[config.mk]
export PLATFORM = sky130hd
export DESIGN_NAME = number_literal_lexer_core
export DESIGN_NICKNAME = d
export VERILOG_FILES = /design/src/nll_pkg.sv /design/src/nll_lexer.sv /design/src/nll_res_fifo.sv /design/src/number_literal_lexer_core.sv
export SDC_FILE = /design/constraint.sdc
export NUM_CORES = 2
export LEC_CHECK = 0
export BUFFER_PORTS_ARGS = -buffer_cell sky130_fd_sc_hd__buf_2
export CAP_MARGIN = 15
export CORE_MARGIN = 3
export CORE_UTILIZATION = 50
export CTS_BUF_LIST = sky130_fd_sc_hd__clkbuf_8
export CTS_CLUSTER_DIAMETER = 120
export DETAILED_ROUTE_END_ITERATION = 10
export GPL_ROUTABILITY_DRIVEN = 0
export PLACE_DENSITY_LB_ADDON = 0.2
export SLEW_MARGIN = 20
export SYNTH_ARGS = -nofsm -noshare
export SYNTH_HDL_FRONTEND = slang
export SYNTH_SLANG_ARGS = --single-unit
[constraint.sdc]
create_clock -name clk -period 7.05 [get_ports clk]
set_clock_uncertainty 0.1 [all_clocks]
set_input_delay 1.41 -clock clk [delete_from_list [all_inputs] [get_ports clk]]
set_output_delay 1.41 -clock clk [all_outputs]
set_load 0.01 [all_outputs]
[src/nll_pkg.sv]
package nll_pkg;

  localparam int INT_BITS  = 32;
  localparam int EXP_BITS  = 16;
  localparam int INT_OUT_W = 32;
  localparam int SIG_W     = 60;
  localparam int EXP_OUT_W = 16;

  localparam logic [SIG_W-1:0] SIG_MAX = 60'd999999999999999999;

  localparam logic [4:0] RADIX_BIN = 5'd2;
  localparam logic [4:0] RADIX_OCT = 5'd8;
  localparam logic [4:0] RADIX_DEC = 5'd10;
  localparam logic [4:0] RADIX_HEX = 5'd16;

  localparam logic [7:0] CH_0     = "0";
  localparam logic [7:0] CH_7     = "7";
  localparam logic [7:0] CH_9     = "9";
  localparam logic [7:0] CH_LA    = "a";
  localparam logic [7:0] CH_LZ    = "z";
  localparam logic [7:0] CH_UA    = "A";
  localparam logic [7:0] CH_UZ    = "Z";
  localparam logic [7:0] CH_LX    = "x";
  localparam logic [7:0] CH_UX    = "X";
  localparam logic [7:0] CH_LB    = "b";
  localparam logic [7:0] CH_UB    = "B";
  localparam logic [7:0] CH_LE    = "e";
  localparam logic [7:0] CH_UE    = "E";
  localparam logic [7:0] CH_DOT   = ".";
  localparam logic [7:0] CH_PLUS  = "+";
  localparam logic [7:0] CH_MINUS = "-";
  localparam logic [7:0] CH_SPACE = " ";
  localparam logic [7:0] CH_TAB   = 8'd9;
  localparam logic [7:0] CH_CR    = 8'd13;

  localparam int RQ_DEPTH = 4;
  localparam int RQ_AW    = $clog2(RQ_DEPTH);
  localparam int RQ_CW    = $clog2(RQ_DEPTH + 1);

  typedef enum logic [3:0] {
    LEX_IDLE,
    LEX_SIGN,
    LEX_ZERO,
    LEX_RPFX,
    LEX_RDIG,
    LEX_DEC,
    LEX_FRAC0,
    LEX_FRAC,
    LEX_EXP0,
    LEX_EXPS,
    LEX_EXPD
  } lex_state_t;

  typedef enum logic [1:0] {
    KIND_INT,
    KIND_FLOAT,
    KIND_ERR,
    KIND_EOS
  } kind_t;

  typedef struct packed {
    kind_t                        kind;
    logic signed [INT_OUT_W-1:0]  int_value;
    logic [SIG_W-1:0]             significand;
    logic                         is_negative;
    logic signed [EXP_OUT_W-1:0]  dec_exponent;
    logic                         overflow;
    logic                         last;
  } result_t;

  typedef struct packed {
    logic [1:0] num;
    result_t    r0;
    result_t    r1;
  } push_t;

endpackage

[src/nll_lexer.sv]
module nll_lexer (
  input  logic           clk,
  input  logic           rst,
  input  logic           step,
  input  logic [7:0]     char_code,
  input  logic           end_of_input,
  output nll_pkg::push_t push
);
  import nll_pkg::*;

  localparam logic [INT_BITS+4:0] INT_LIM = {6'b0, {(INT_BITS-1){1'b1}}};
  localparam logic [EXP_BITS+3:0] EXP_LIM = {5'b0, {(EXP_BITS-1){1'b1}}};
  localparam logic [EXP_BITS-1:0] EXP_MAX = {1'b0, {(EXP_BITS-1){1'b1}}};
  localparam logic [EXP_BITS-1:0] EXP_MIN = {1'b1, {(EXP_BITS-1){1'b0}}};

  function automatic logic [6:0] digit_val(input logic [7:0] c);
    logic [6:0] v;
    v = 7'd99;
    if (c >= CH_0 && c <= CH_9) begin
      v = 7'(c - CH_0);
    end else if (c >= CH_LA && c <= CH_LZ) begin
      v = 7'(c - CH_LA) + 7'd10;
    end else if (c >= CH_UA && c <= CH_UZ) begin
      v = 7'(c - CH_UA) + 7'd10;
    end
    return v;
  endfunction

  lex_state_t          state, state_next;
  logic                sign_neg, sign_neg_next;
  logic [4:0]          radix, radix_next;
  logic [INT_BITS-1:0] int_acc, int_acc_next;
  logic [SIG_W-1:0]    sig_acc, sig_acc_next;
  logic [EXP_BITS-1:0] frac_count, frac_count_next;
  logic [EXP_BITS-1:0] exp_acc, exp_acc_next;
  logic                exp_neg, exp_neg_next;
  logic                ovf_flag, ovf_flag_next;
  logic                int_ovf, int_ovf_next;
  logic                halted, halted_next;

  logic       eos;
  logic [6:0] d;
  logic       c_dec, c_zero, c_oct, c_x, c_b, c_dot, c_le, c_ue;
  logic       c_plus, c_minus, c_ws;

  logic [INT_BITS+4:0]        int_scaled, int_sum;
  logic                       int_add_ovf;
  logic [63:0]                sig_sum;
  logic                       sig_sat;
  logic [SIG_W-1:0]           sig_new;
  logic [EXP_BITS+3:0]        exp_sum;
  logic                       exp_sat;
  logic [EXP_BITS-1:0]        exp_new;
  logic                       frac_sat;

  logic [INT_BITS-1:0]        int_mag;
  logic signed [INT_BITS-1:0] int_sv;
  logic signed [63:0]         int_wide;
  logic [EXP_BITS:0]          exp_ext, frac_ext, e_raw;
  logic                       e_under;
  logic signed [EXP_BITS-1:0] e_fit;
  logic signed [63:0]         e_wide;
  result_t                    int_res, flt_res, err_res, eos_res;

  lex_state_t          idle_state;
  logic                idle_sign_neg, idle_halt, idle_has;
  logic [INT_BITS-1:0] idle_int_acc;
  logic [SIG_W-1:0]    idle_sig_acc;
  result_t             idle_res;

  logic    go_idle, tok_has, fail;
  result_t tok;

  always_comb begin
    eos     = end_of_input;
    d       = eos ? 7'd99 : digit_val(char_code);
    c_dec   = !eos && char_code >= CH_0 && char_code <= CH_9;
    c_oct   = !eos && char_code >= CH_0 && char_code <= CH_7;
    c_zero  = !eos && char_code == CH_0;
    c_x     = !eos && (char_code == CH_LX || char_code == CH_UX);
    c_b     = !eos && (char_code == CH_LB || char_code == CH_UB);
    c_dot   = !eos && char_code == CH_DOT;
    c_le    = !eos && char_code == CH_LE;
    c_ue    = !eos && char_code == CH_UE;
    c_plus  = !eos && char_code == CH_PLUS;
    c_minus = !eos && char_code == CH_MINUS;
    c_ws    = !eos && (char_code == CH_SPACE || (char_code >= CH_TAB && char_code <= CH_CR));
  end

  always_comb begin
    case (radix)
      RADIX_BIN: int_scaled = (INT_BITS+5)'(int_acc) << 1;
      RADIX_OCT: int_scaled = (INT_BITS+5)'(int_acc) << 3;
      RADIX_HEX: int_scaled = (INT_BITS+5)'(int_acc) << 4;
      default:   int_scaled = ((INT_BITS+5)'(int_acc) << 3) + ((INT_BITS+5)'(int_acc) << 1);
    endcase
    int_sum     = int_scaled + (INT_BITS+5)'(d);
    int_add_ovf = int_sum > INT_LIM;

    sig_sum = (64'(sig_acc) << 3) + (64'(sig_acc) << 1) + 64'(d);
    sig_sat = sig_sum > 64'(SIG_MAX);
    sig_new = sig_sat ? SIG_MAX : sig_sum[SIG_W-1:0];

    exp_sum = ((EXP_BITS+4)'(exp_acc) << 3) + ((EXP_BITS+4)'(exp_acc) << 1)
              + (EXP_BITS+4)'(d);
    exp_sat = exp_sum > EXP_LIM;
    exp_new = exp_sat ? EXP_MAX : exp_sum[EXP_BITS-1:0];

    frac_sat = frac_count >= EXP_MAX;
  end

  always_comb begin
    int_mag  = sign_neg ? (INT_BITS'(0) - int_acc) : int_acc;
    int_sv   = int_mag;
    int_wide = 64'(int_sv);

    exp_ext  = {1'b0, exp_acc};
    frac_ext = {1'b0, frac_count};
    e_raw    = (exp_neg ? ((EXP_BITS+1)'(0) - exp_ext) : exp_ext) - frac_ext;
    e_under  = e_raw[EXP_BITS] != e_raw[EXP_BITS-1];
    e_fit    = e_under ? EXP_MIN : e_raw[EXP_BITS-1:0];
    e_wide   = 64'(e_fit);

    int_res           = '0;
    int_res.kind      = KIND_INT;
    int_res.int_value = int_wide[INT_OUT_W-1:0];
    int_res.overflow  = int_ovf;

    flt_res              = '0;
    flt_res.kind         = KIND_FLOAT;
    flt_res.significand  = sig_acc;
    flt_res.is_negative  = sign_neg;
    flt_res.dec_exponent = e_wide[EXP_OUT_W-1:0];
    flt_res.overflow     = ovf_flag | e_under;

    err_res      = '0;
    err_res.kind = KIND_ERR;
    eos_res      = '0;
    eos_res.kind = KIND_EOS;
  end

  // Scanning from the idle state always starts from a cleared token.
  always_comb begin
    idle_state    = LEX_IDLE;
    idle_sign_neg = 1'b0;
    idle_int_acc  = '0;
    idle_sig_acc  = '0;
    idle_halt     = 1'b0;
    idle_has      = 1'b0;
    idle_res      = eos_res;
    if (eos) begin
      idle_has = 1'b1;
    end else if (c_ws) begin
      idle_state = LEX_IDLE;
    end else if (c_minus) begin
      idle_sign_neg = 1'b1;
      idle_state    = LEX_SIGN;
    end else if (c_plus) begin
      idle_state = LEX_SIGN;
    end else if (c_zero) begin
      idle_state = LEX_ZERO;
    end else if (c_dec) begin
      idle_state   = LEX_DEC;
      idle_int_acc = INT_BITS'(d);
      idle_sig_acc = SIG_W'(d);
    end else begin
      idle_has  = 1'b1;
      idle_res  = err_res;
      idle_halt = 1'b1;
    end
  end

  always_comb begin
    state_next      = state;
    sign_neg_next   = sign_neg;
    radix_next      = radix;
    int_acc_next    = int_acc;
    sig_acc_next    = sig_acc;
    frac_count_next = frac_count;
    exp_acc_next    = exp_acc;
    exp_neg_next    = exp_neg;
    ovf_flag_next   = ovf_flag;
    int_ovf_next    = int_ovf;
    halted_next     = halted;
    go_idle         = 1'b0;
    tok_has         = 1'b0;
    tok             = int_res;
    fail            = 1'b0;

    if (step && !halted) begin
      case (state)
        LEX_SIGN: begin
          if (c_zero) begin
            state_next = LEX_ZERO;
          end else if (c_dec) begin
            radix_next    = RADIX_DEC;
            int_acc_next  = INT_BITS'(d);
            sig_acc_next  = SIG_W'(d);
            state_next    = LEX_DEC;
          end else begin
            fail = 1'b1;
          end
        end
        LEX_ZERO: begin
          if (c_x) begin
            radix_next = RADIX_HEX;
            state_next = LEX_RPFX;
          end else if (c_b) begin
            radix_next = RADIX_BIN;
            state_next = LEX_RPFX;
          end else if (c_oct) begin
            radix_next   = RADIX_OCT;
            int_acc_next = INT_BITS'(d);
            state_next   = LEX_RDIG;
          end else if (c_dot) begin
            state_next = LEX_FRAC0;
          end else if (c_le) begin
            state_next = LEX_EXP0;
          end else begin
            tok_has = 1'b1;
            go_idle = 1'b1;
          end
        end
        LEX_RPFX: begin
          if ({5'b0, radix} > 10'(d)) begin
            int_acc_next = int_sum[INT_BITS-1:0];
            int_ovf_next = int_ovf | int_add_ovf;
            state_next   = LEX_RDIG;
          end else begin
            fail = 1'b1;
          end
        end
        LEX_RDIG: begin
          if ({5'b0, radix} > 10'(d)) begin
            int_acc_next = int_sum[INT_BITS-1:0];
            int_ovf_next = int_ovf | int_add_ovf;
          end else begin
            tok_has = 1'b1;
            go_idle = 1'b1;
          end
        end
        LEX_DEC: begin
          if (c_dec) begin
            int_acc_next  = int_sum[INT_BITS-1:0];
            int_ovf_next  = int_ovf | int_add_ovf;
            sig_acc_next  = sig_new;
            ovf_flag_next = ovf_flag | sig_sat;
          end else if (c_dot) begin
            state_next = LEX_FRAC0;
          end else if (c_le || c_ue) begin
            state_next = LEX_EXP0;
          end else begin
            tok_has = 1'b1;
            go_idle = 1'b1;
          end
        end
        LEX_FRAC0, LEX_FRAC: begin
          if (c_dec) begin
            sig_acc_next  = sig_new;
            ovf_flag_next = ovf_flag | sig_sat | frac_sat;
            if (!frac_sat) begin
              frac_count_next = frac_count + 1'b1;
            end
            state_next = LEX_FRAC;
          end else if (state == LEX_FRAC0) begin
            fail = 1'b1;
          end else if (c_le || c_ue) begin
            state_next = LEX_EXP0;
          end else begin
            tok_has = 1'b1;
            tok     = flt_res;
            go_idle = 1'b1;
          end
        end
        LEX_EXP0: begin
          if (c_plus) begin
            state_next = LEX_EXPS;
          end else if (c_minus) begin
            exp_neg_next = 1'b1;
            state_next   = LEX_EXPS;
          end else if (c_dec) begin
            exp_acc_next  = exp_new;
            ovf_flag_next = ovf_flag | exp_sat;
            state_next    = LEX_EXPD;
          end else begin
            fail = 1'b1;
          end
        end
        LEX_EXPS, LEX_EXPD: begin
          if (c_dec) begin
            exp_acc_next  = exp_new;
            ovf_flag_next = ovf_flag | exp_sat;
            state_next    = LEX_EXPD;
          end else if (state == LEX_EXPS) begin
            fail = 1'b1;
          end else begin
            tok_has = 1'b1;
            tok     = flt_res;
            go_idle = 1'b1;
          end
        end
        default: begin
          go_idle = 1'b1;
        end
      endcase

      if (fail) begin
        state_next  = LEX_IDLE;
        halted_next = 1'b1;
      end

      if (go_idle) begin
        state_next      = idle_state;
        sign_neg_next   = idle_sign_neg;
        radix_next      = RADIX_DEC;
        int_acc_next    = idle_int_acc;
        sig_acc_next    = idle_sig_acc;
        frac_count_next = '0;
        exp_acc_next    = '0;
        exp_neg_next    = 1'b0;
        ovf_flag_next   = 1'b0;
        int_ovf_next    = 1'b0;
        halted_next     = idle_halt;
      end
    end
  end

  always_comb begin
    push = '0;
    if (fail) begin
      push.num = 2'd1;
      push.r0  = err_res;
    end else if (tok_has) begin
      push.r0 = tok;
      if (idle_has) begin
        push.num = 2'd2;
        push.r1  = idle_res;
      end else begin
        push.num = 2'd1;
      end
    end else if (go_idle && idle_has) begin
      push.num = 2'd1;
      push.r0  = idle_res;
    end
    if (push.num == 2'd2) begin
      push.r1.last = 1'b1;
    end else begin
      push.r0.last = 1'b1;
    end
  end

  always_ff @(posedge clk) begin
    if (rst) begin
      state      <= LEX_IDLE;
      sign_neg   <= 1'b0;
      radix      <= RADIX_DEC;
      int_acc    <= '0;
      sig_acc    <= '0;
      frac_count <= '0;
      exp_acc    <= '0;
      exp_neg    <= 1'b0;
      ovf_flag   <= 1'b0;
      int_ovf    <= 1'b0;
      halted     <= 1'b0;
    end else begin
      state      <= state_next;
      sign_neg   <= sign_neg_next;
      radix      <= radix_next;
      int_acc    <= int_acc_next;
      sig_acc    <= sig_acc_next;
      frac_count <= frac_count_next;
      exp_acc    <= exp_acc_next;
      exp_neg    <= exp_neg_next;
      ovf_flag   <= ovf_flag_next;
      int_ovf    <= int_ovf_next;
      halted     <= halted_next;
    end
  end

endmodule

[src/nll_res_fifo.sv]
module nll_res_fifo (
  input  logic             clk,
  input  logic             rst,
  input  nll_pkg::push_t   push,
  input  logic             pop,
  output nll_pkg::result_t head,
  output logic             not_empty,
  output logic             room
);
  import nll_pkg::*;

  result_t          mem [RQ_DEPTH];
  logic [RQ_AW-1:0] wr_ptr, wr_ptr_next, wr_ptr_inc;
  logic [RQ_AW-1:0] rd_ptr, rd_ptr_next;
  logic [RQ_CW-1:0] count, count_next;

  always_comb begin
    wr_ptr_inc  = wr_ptr + 1'b1;
    wr_ptr_next = wr_ptr + RQ_AW'(push.num);
    rd_ptr_next = rd_ptr + RQ_AW'(pop);
    count_next  = count + RQ_CW'(push.num) - RQ_CW'(pop);
    head        = mem[rd_ptr];
    not_empty   = count != '0;
    room        = count <= RQ_CW'(RQ_DEPTH - 2);
  end

  always_ff @(posedge clk) begin
    if (push.num != 2'd0) begin
      mem[wr_ptr] <= push.r0;
    end
    if (push.num == 2'd2) begin
      mem[wr_ptr_inc] <= push.r1;
    end
  end

  always_ff @(posedge clk) begin
    if (rst) begin
      wr_ptr <= '0;
      rd_ptr <= '0;
      count  <= '0;
    end else begin
      wr_ptr <= wr_ptr_next;
      rd_ptr <= rd_ptr_next;
      count  <= count_next;
    end
  end

endmodule

[src/number_literal_lexer_core.sv]
// Numeric literal lexer, one character per request on the input channel.
// Input channel: in_valid, in_stall, char_code, end_of_input. A request with
// end_of_input set carries no character and closes the stream.
// Output channel: out_valid, out_stall and one token per request: kind,
// int_value, significand, is_negative, dec_exponent, overflow, last. One input
// request yields zero, one or two tokens; last marks the final one.
// A character is held in the input register, the lexer step then writes the
// tokens it causes into a four-entry token queue, and each token is offered
// from the head of that queue.
// Throughput: one character per cycle while the queue has room for two
// tokens; the queue drains one token per cycle while out_stall is low.
// When the receiver stalls, the queue fills and in_stall rises once fewer
// than two entries are free; the held character is processed as soon as room
// returns. Tokens wait unchanged on the outputs while stalled.
// Reset clears the lexer to its idle state, empties the queue and holds
// in_stall high for its duration. After an error token the block accepts and
// drops every further character until the next reset.
module number_literal_lexer_core (
  input  logic                                  clk,
  input  logic                                  rst,
  input  logic                                  in_valid,
  output logic                                  in_stall,
  input  logic [7:0]                            char_code,
  input  logic                                  end_of_input,
  output logic                                  out_valid,
  input  logic                                  out_stall,
  output logic [1:0]                            kind,
  output logic signed [nll_pkg::INT_OUT_W-1:0]  int_value,
  output logic [nll_pkg::SIG_W-1:0]             significand,
  output logic                                  is_negative,
  output logic signed [nll_pkg::EXP_OUT_W-1:0]  dec_exponent,
  output logic                                  overflow,
  output logic                                  last
);
  import nll_pkg::*;

  logic       in_q_valid, in_q_valid_next;
  logic [7:0] char_q;
  logic       eos_q;
  logic       step, room, not_empty, pop;
  push_t      lex_push;
  result_t    head;

  always_comb begin
    step            = in_q_valid && room;
    in_stall        = rst || (in_q_valid && !room);
    in_q_valid_next = in_stall ? in_q_valid : in_valid;
    pop             = not_empty && !out_stall;
  end

  always_ff @(posedge clk) begin
    if (rst) begin
      in_q_valid <= 1'b0;
    end else begin
      in_q_valid <= in_q_valid_next;
    end
  end

  always_ff @(posedge clk) begin
    if (!in_stall) begin
      char_q <= char_code;
      eos_q  <= end_of_input;
    end
  end

  nll_lexer u_lexer (
    .clk          (clk),
    .rst          (rst),
    .step         (step),
    .char_code    (char_q),
    .end_of_input (eos_q),
    .push         (lex_push)
  );

  nll_res_fifo u_res_fifo (
    .clk       (clk),
    .rst       (rst),
    .push      (lex_push),
    .pop       (pop),
    .head      (head),
    .not_empty (not_empty),
    .room      (room)
  );

  always_comb begin
    out_valid    = not_empty;
    kind         = head.kind;
    int_value    = head.int_value;
    significand  = head.significand;
    is_negative  = head.is_negative;
    dec_exponent = head.dec_exponent;
    overflow     = head.overflow;
    last         = head.last;
  end

  // A character waiting for queue room is kept until it is processed.
  assert property (@(posedge clk) disable iff (rst)
    in_q_valid && !step |=> in_q_valid && $stable(char_q) && $stable(eos_q))
    else $error("held character lost or changed");

  // After an error token the lexer produces nothing more.
  assert property (@(posedge clk) disable iff (rst)
    (lex_push.num == 2'd1 && lex_push.r0.kind == KIND_ERR) ||
    (lex_push.num == 2'd2 && lex_push.r1.kind == KIND_ERR)
    |=> lex_push.num == 2'd0)
    else $error("token produced after an error");

  // Two tokens from one character are a finished number followed by the
  // outcome of rescanning the terminating character.
  assert property (@(posedge clk) disable iff (rst)
    lex_push.num == 2'd2 |->
      (lex_push.r0.kind == KIND_INT || lex_push.r0.kind == KIND_FLOAT) &&
      (lex_push.r1.kind == KIND_ERR || lex_push.r1.kind == KIND_EOS) &&
      !lex_push.r0.last && lex_push.r1.last)
    else $error("malformed token pair");

endmodule
==> impl_metrics.toml <==
[worst_setup_path]
critPathBufInv = 5
required_ns = 7.57
endpoint_kind = "register"
start_kind = "register"
r2r-end = "u_lexer.sig_acc[17]"
crit_top_cell = "inv_1"
arrival_ns = 7.28
cp_max_fo = 23
cp-endpoint = "u_lexer.sig_acc[17]"
slowest_delay_ns = 0.50
r2r_cells = 25
r2r_slack_ns = 0.29
critPathTopFamily = "compound AO/OA/AOI/OAI gates"
crit_slowest_cell = "fa_1"
reg2reg_from = "char_q[4]"
startpoint = "char_q[4]"
crit_cells = 25
worstSetupPathType = "register to register"

[timing]
slew_headroom = 0.230
tightest_slew_ns = 1.14
fin_crit_sh = 0.959
rsz0062_at_grt = "no"
drv_slew = 0
worst_slack_ns = 0.291
setup_viol = 0
fin_crit_ns = 6.76
finalHoldViolCount = 0
max_freq_mhz = 148

[place]
place_ws_ns = -0.0608
detailed_place_hpwl_um = 70300
io_buffers = 127
place_area_um2 = 36700

[global_routing]
track_usage = 0.277
grt_antenna_before_repair = 1
grt_overflow = 0
grt_pass1_vias = 29815
grt_max_degree = 107
grt_pass1_wl_um = 167000

[clocking]
cts_buffers = 97
clock_path_buffers = 3
cts.htree.levels = 3
cts_root_buffer = "clkbuf_8"
hold_buffers = 0
cts_tree = "built"
insertion_delay_ns = 0.71
clk_pin_slew_ns = 0.06
clock_sinks = 605

[die]
core_area_um2 = 70100
ioPinCount = 128
start_util = 0.506
fp-row-count = 97
dieArea_um2 = 74300
die-width_um = 272
fp.dieH_um = 272

[routing]
vias_per_cell = 6.52
via_count = 31113
drtIter0Drc = 3017
drc = 0
final_antenna_net_count = 0
wl_per_cell_um = 22.2
drtPass1Iterations = 6
drt_wl_total_um = 106000

[yosys]
syn_area_per_cell_um2 = 9.45
synth-seq-cells = 605
ys_seq_area_frac = 0.347
yosysTopAreaCell = "dfxtp_1"
synthDistinctLibCells = 109
netlist_instances = 3759
yosysWarnings = 0
synth_top_area_frac = 0.329
synth_edf_count = 21
synth_area_leaders = "dfxtp_1 33%, ha_1 7.7%, mux4_2 7.2%"
synthArstFlopShare = 0
netlist_area_um2 = 35500
yosys_most_used_dff = "dfxtp_1"
synthesis.nets = 4004

[pwr]
swShare = 0.310
finalPower_mw = 7.95
clockPowerShare = 0.377
leakage_nw = 15.4
power_density_nw_per_um2 = 205
p_int_mw = 5.49
switchingPower_mw = 2.47
ir_drop_mv = 0.206
pwr-share-seq = 0.459
comb_power_share = 0.164

[finish]
fin_util = 0.553
final_area_um2 = 38800
finalNetCount = 3998
drive_above_1_share = 0.138
final_cell_mix = "582 x dfxtp_1, 274 x nand2_1, 248 x nor2_1, 246 x a32o_1, 217 x ha_1"
layout_commonest_cell = "dfxtp_1"
area_delta_synth_final_pct = 9.19

[run]
cap_viol_max_count = 0

[min_path]
hp-class = "register to register"

[status]
status = "completed"
-- layout make-up --
class / instances / area (um^2)
diodes: 5 / 12.5
clock buffers: 113 / 1560
clock inverters: 62 / 358
fillers: 6436 / 31400
inverters: 114 / 428
multi-input cells: 2752 / 21800
flip-flops and latches: 605 / 12300
well taps: 940 / 1180
repair buffers: 183 / 1150
-- cell families (layout without fill, tap and decap cells) --
kind of cell,after synthesis,after routing,share of synthesized area
flops,605,605,0.347
fa+ha+maj,232,232,0.0847
buf+inv,402,472,0.0464
compound gates,1282,1282,0.275
xor+xnor,152,152,0.0375
simple gates,958,958,0.133
mux,128,128,0.0760
other cells,0,5,0
-- worst min-delay path, stage by stage, from the launching register on --
cell,delay [ns]
dfxtp_1,0.32
nand2_1,0.04
o21ai_0,0.06
-- per-stage QoR --
step | cells | setup TNS, ns | hold WS (ns)
2_1_floorplan | 3759 | 0 | 0.320
3_3_place_gp | 4591 | 0 | 0.331
3_5_place_dp | 4591 | -0.734 | 0.342
4_1_cts | 4766 | 0 | 0.356
5_1_grt | 4774 | 0 | 0.371
6_report | 4774 | 0 | 0.355
-- power groups by stage --
| stage | Sequential, mW | Combinational, mW | Clock (mW) |
|---|---|---|---|
| 6_report | 3.65 | 1.31 | 3.00 |
| 5_1_grt | 3.66 | 1.41 | 3.22 |
| 4_1_cts | 3.64 | 1.29 | 3.06 |
| 3_5_place_dp | 3.72 | 1.28 | 0 |
| 3_3_place_gp | 3.72 | 1.29 | 0 |
| 2_1_floorplan | 3.58 | 1.01 | 0 |
-- synthesized netlist by cell type (15+ instances only) --
| cell type | count |
|---|---|
| a211oi_1 | 29 |
| a21o_1 | 48 |
| a21oi_1 | 189 |
| a221oi_1 | 18 |
| a22o_1 | 168 |
| a22oi_1 | 52 |
| a31oi_1 | 31 |
| a32o_1 | 246 |
| and2_1 | 30 |
| and3_1 | 26 |
| buf_1 | 31 |
| buf_2 | 77 |
| clkbuf_1 | 174 |
| dfxtp_1 | 584 |
| edfxtp_1 | 21 |
| ha_1 | 218 |
| inv_1 | 114 |
| mux4_2 | 113 |
| nand2_1 | 274 |
| nand2b_1 | 35 |
| nand3_1 | 63 |
| nand4_1 | 40 |
| nor2_1 | 251 |
| nor2b_1 | 37 |
| nor3_1 | 64 |
| nor4_1 | 17 |
| o211ai_1 | 23 |
| o21a_1 | 28 |
| o21ai_0 | 208 |
| o21bai_1 | 15 |
| o22ai_1 | 18 |
| o2bb2ai_1 | 33 |
| o31ai_1 | 27 |
| or2_2 | 15 |
| or3_1 | 30 |
| xnor2_1 | 89 |
| xor2_1 | 63 |
-- flip-flops by register name (all words and copies together), names as in the netlist, 3 cells and up --
register,cells
u_res_fifo.count,3
u_lexer.radix,3
char_q,8
u_lexer.sig_acc,60
u_lexer.exp_acc,16
u_res_fifo.mem,452
u_lexer.int_acc,32
u_lexer.state,4
u_lexer.frac_count,16
-- worst min path at each step --
stage | startpoint | end | slack [ns] | cells after the start
6_report | u_res_fifo.mem[1][14] | u_res_fifo.mem[1][14] | 0.36 | 2
5_1_grt | u_res_fifo.mem[3][31] | u_res_fifo.mem[3][31] | 0.37 | 1
4_1_cts | u_res_fifo.mem[1][14] | u_res_fifo.mem[1][14] | 0.36 | 2
3_5_place_dp | u_res_fifo.mem[1][14] | u_res_fifo.mem[1][14] | 0.34 | 2
3_3_place_gp | u_res_fifo.mem[1][14] | u_res_fifo.mem[1][14] | 0.33 | 2
2_1_floorplan | u_res_fifo.mem[1][105] | u_res_fifo.mem[1][105] | 0.32 | 2
-- metal layers --
layer	vias up	global-route usage	share of wire	wire, um
met5	-	0	0	0
met4	0	0.0870	0.028	2960
met3	199	0.0513	0.073	7700
met2	1144	0.438	0.45	47500
met1	15292	0.384	0.45	47600
li1	14478	-	-	-
-- what timing repair did --
action	4_1_cts	5_1_grt
resized for setup	3	19
pin swaps	0	2
setup buffers	0	3
endpoints found under the setup margin	15	60
gates cloned	0	0
Note: power is estimated with default switching activity, not from simulation.
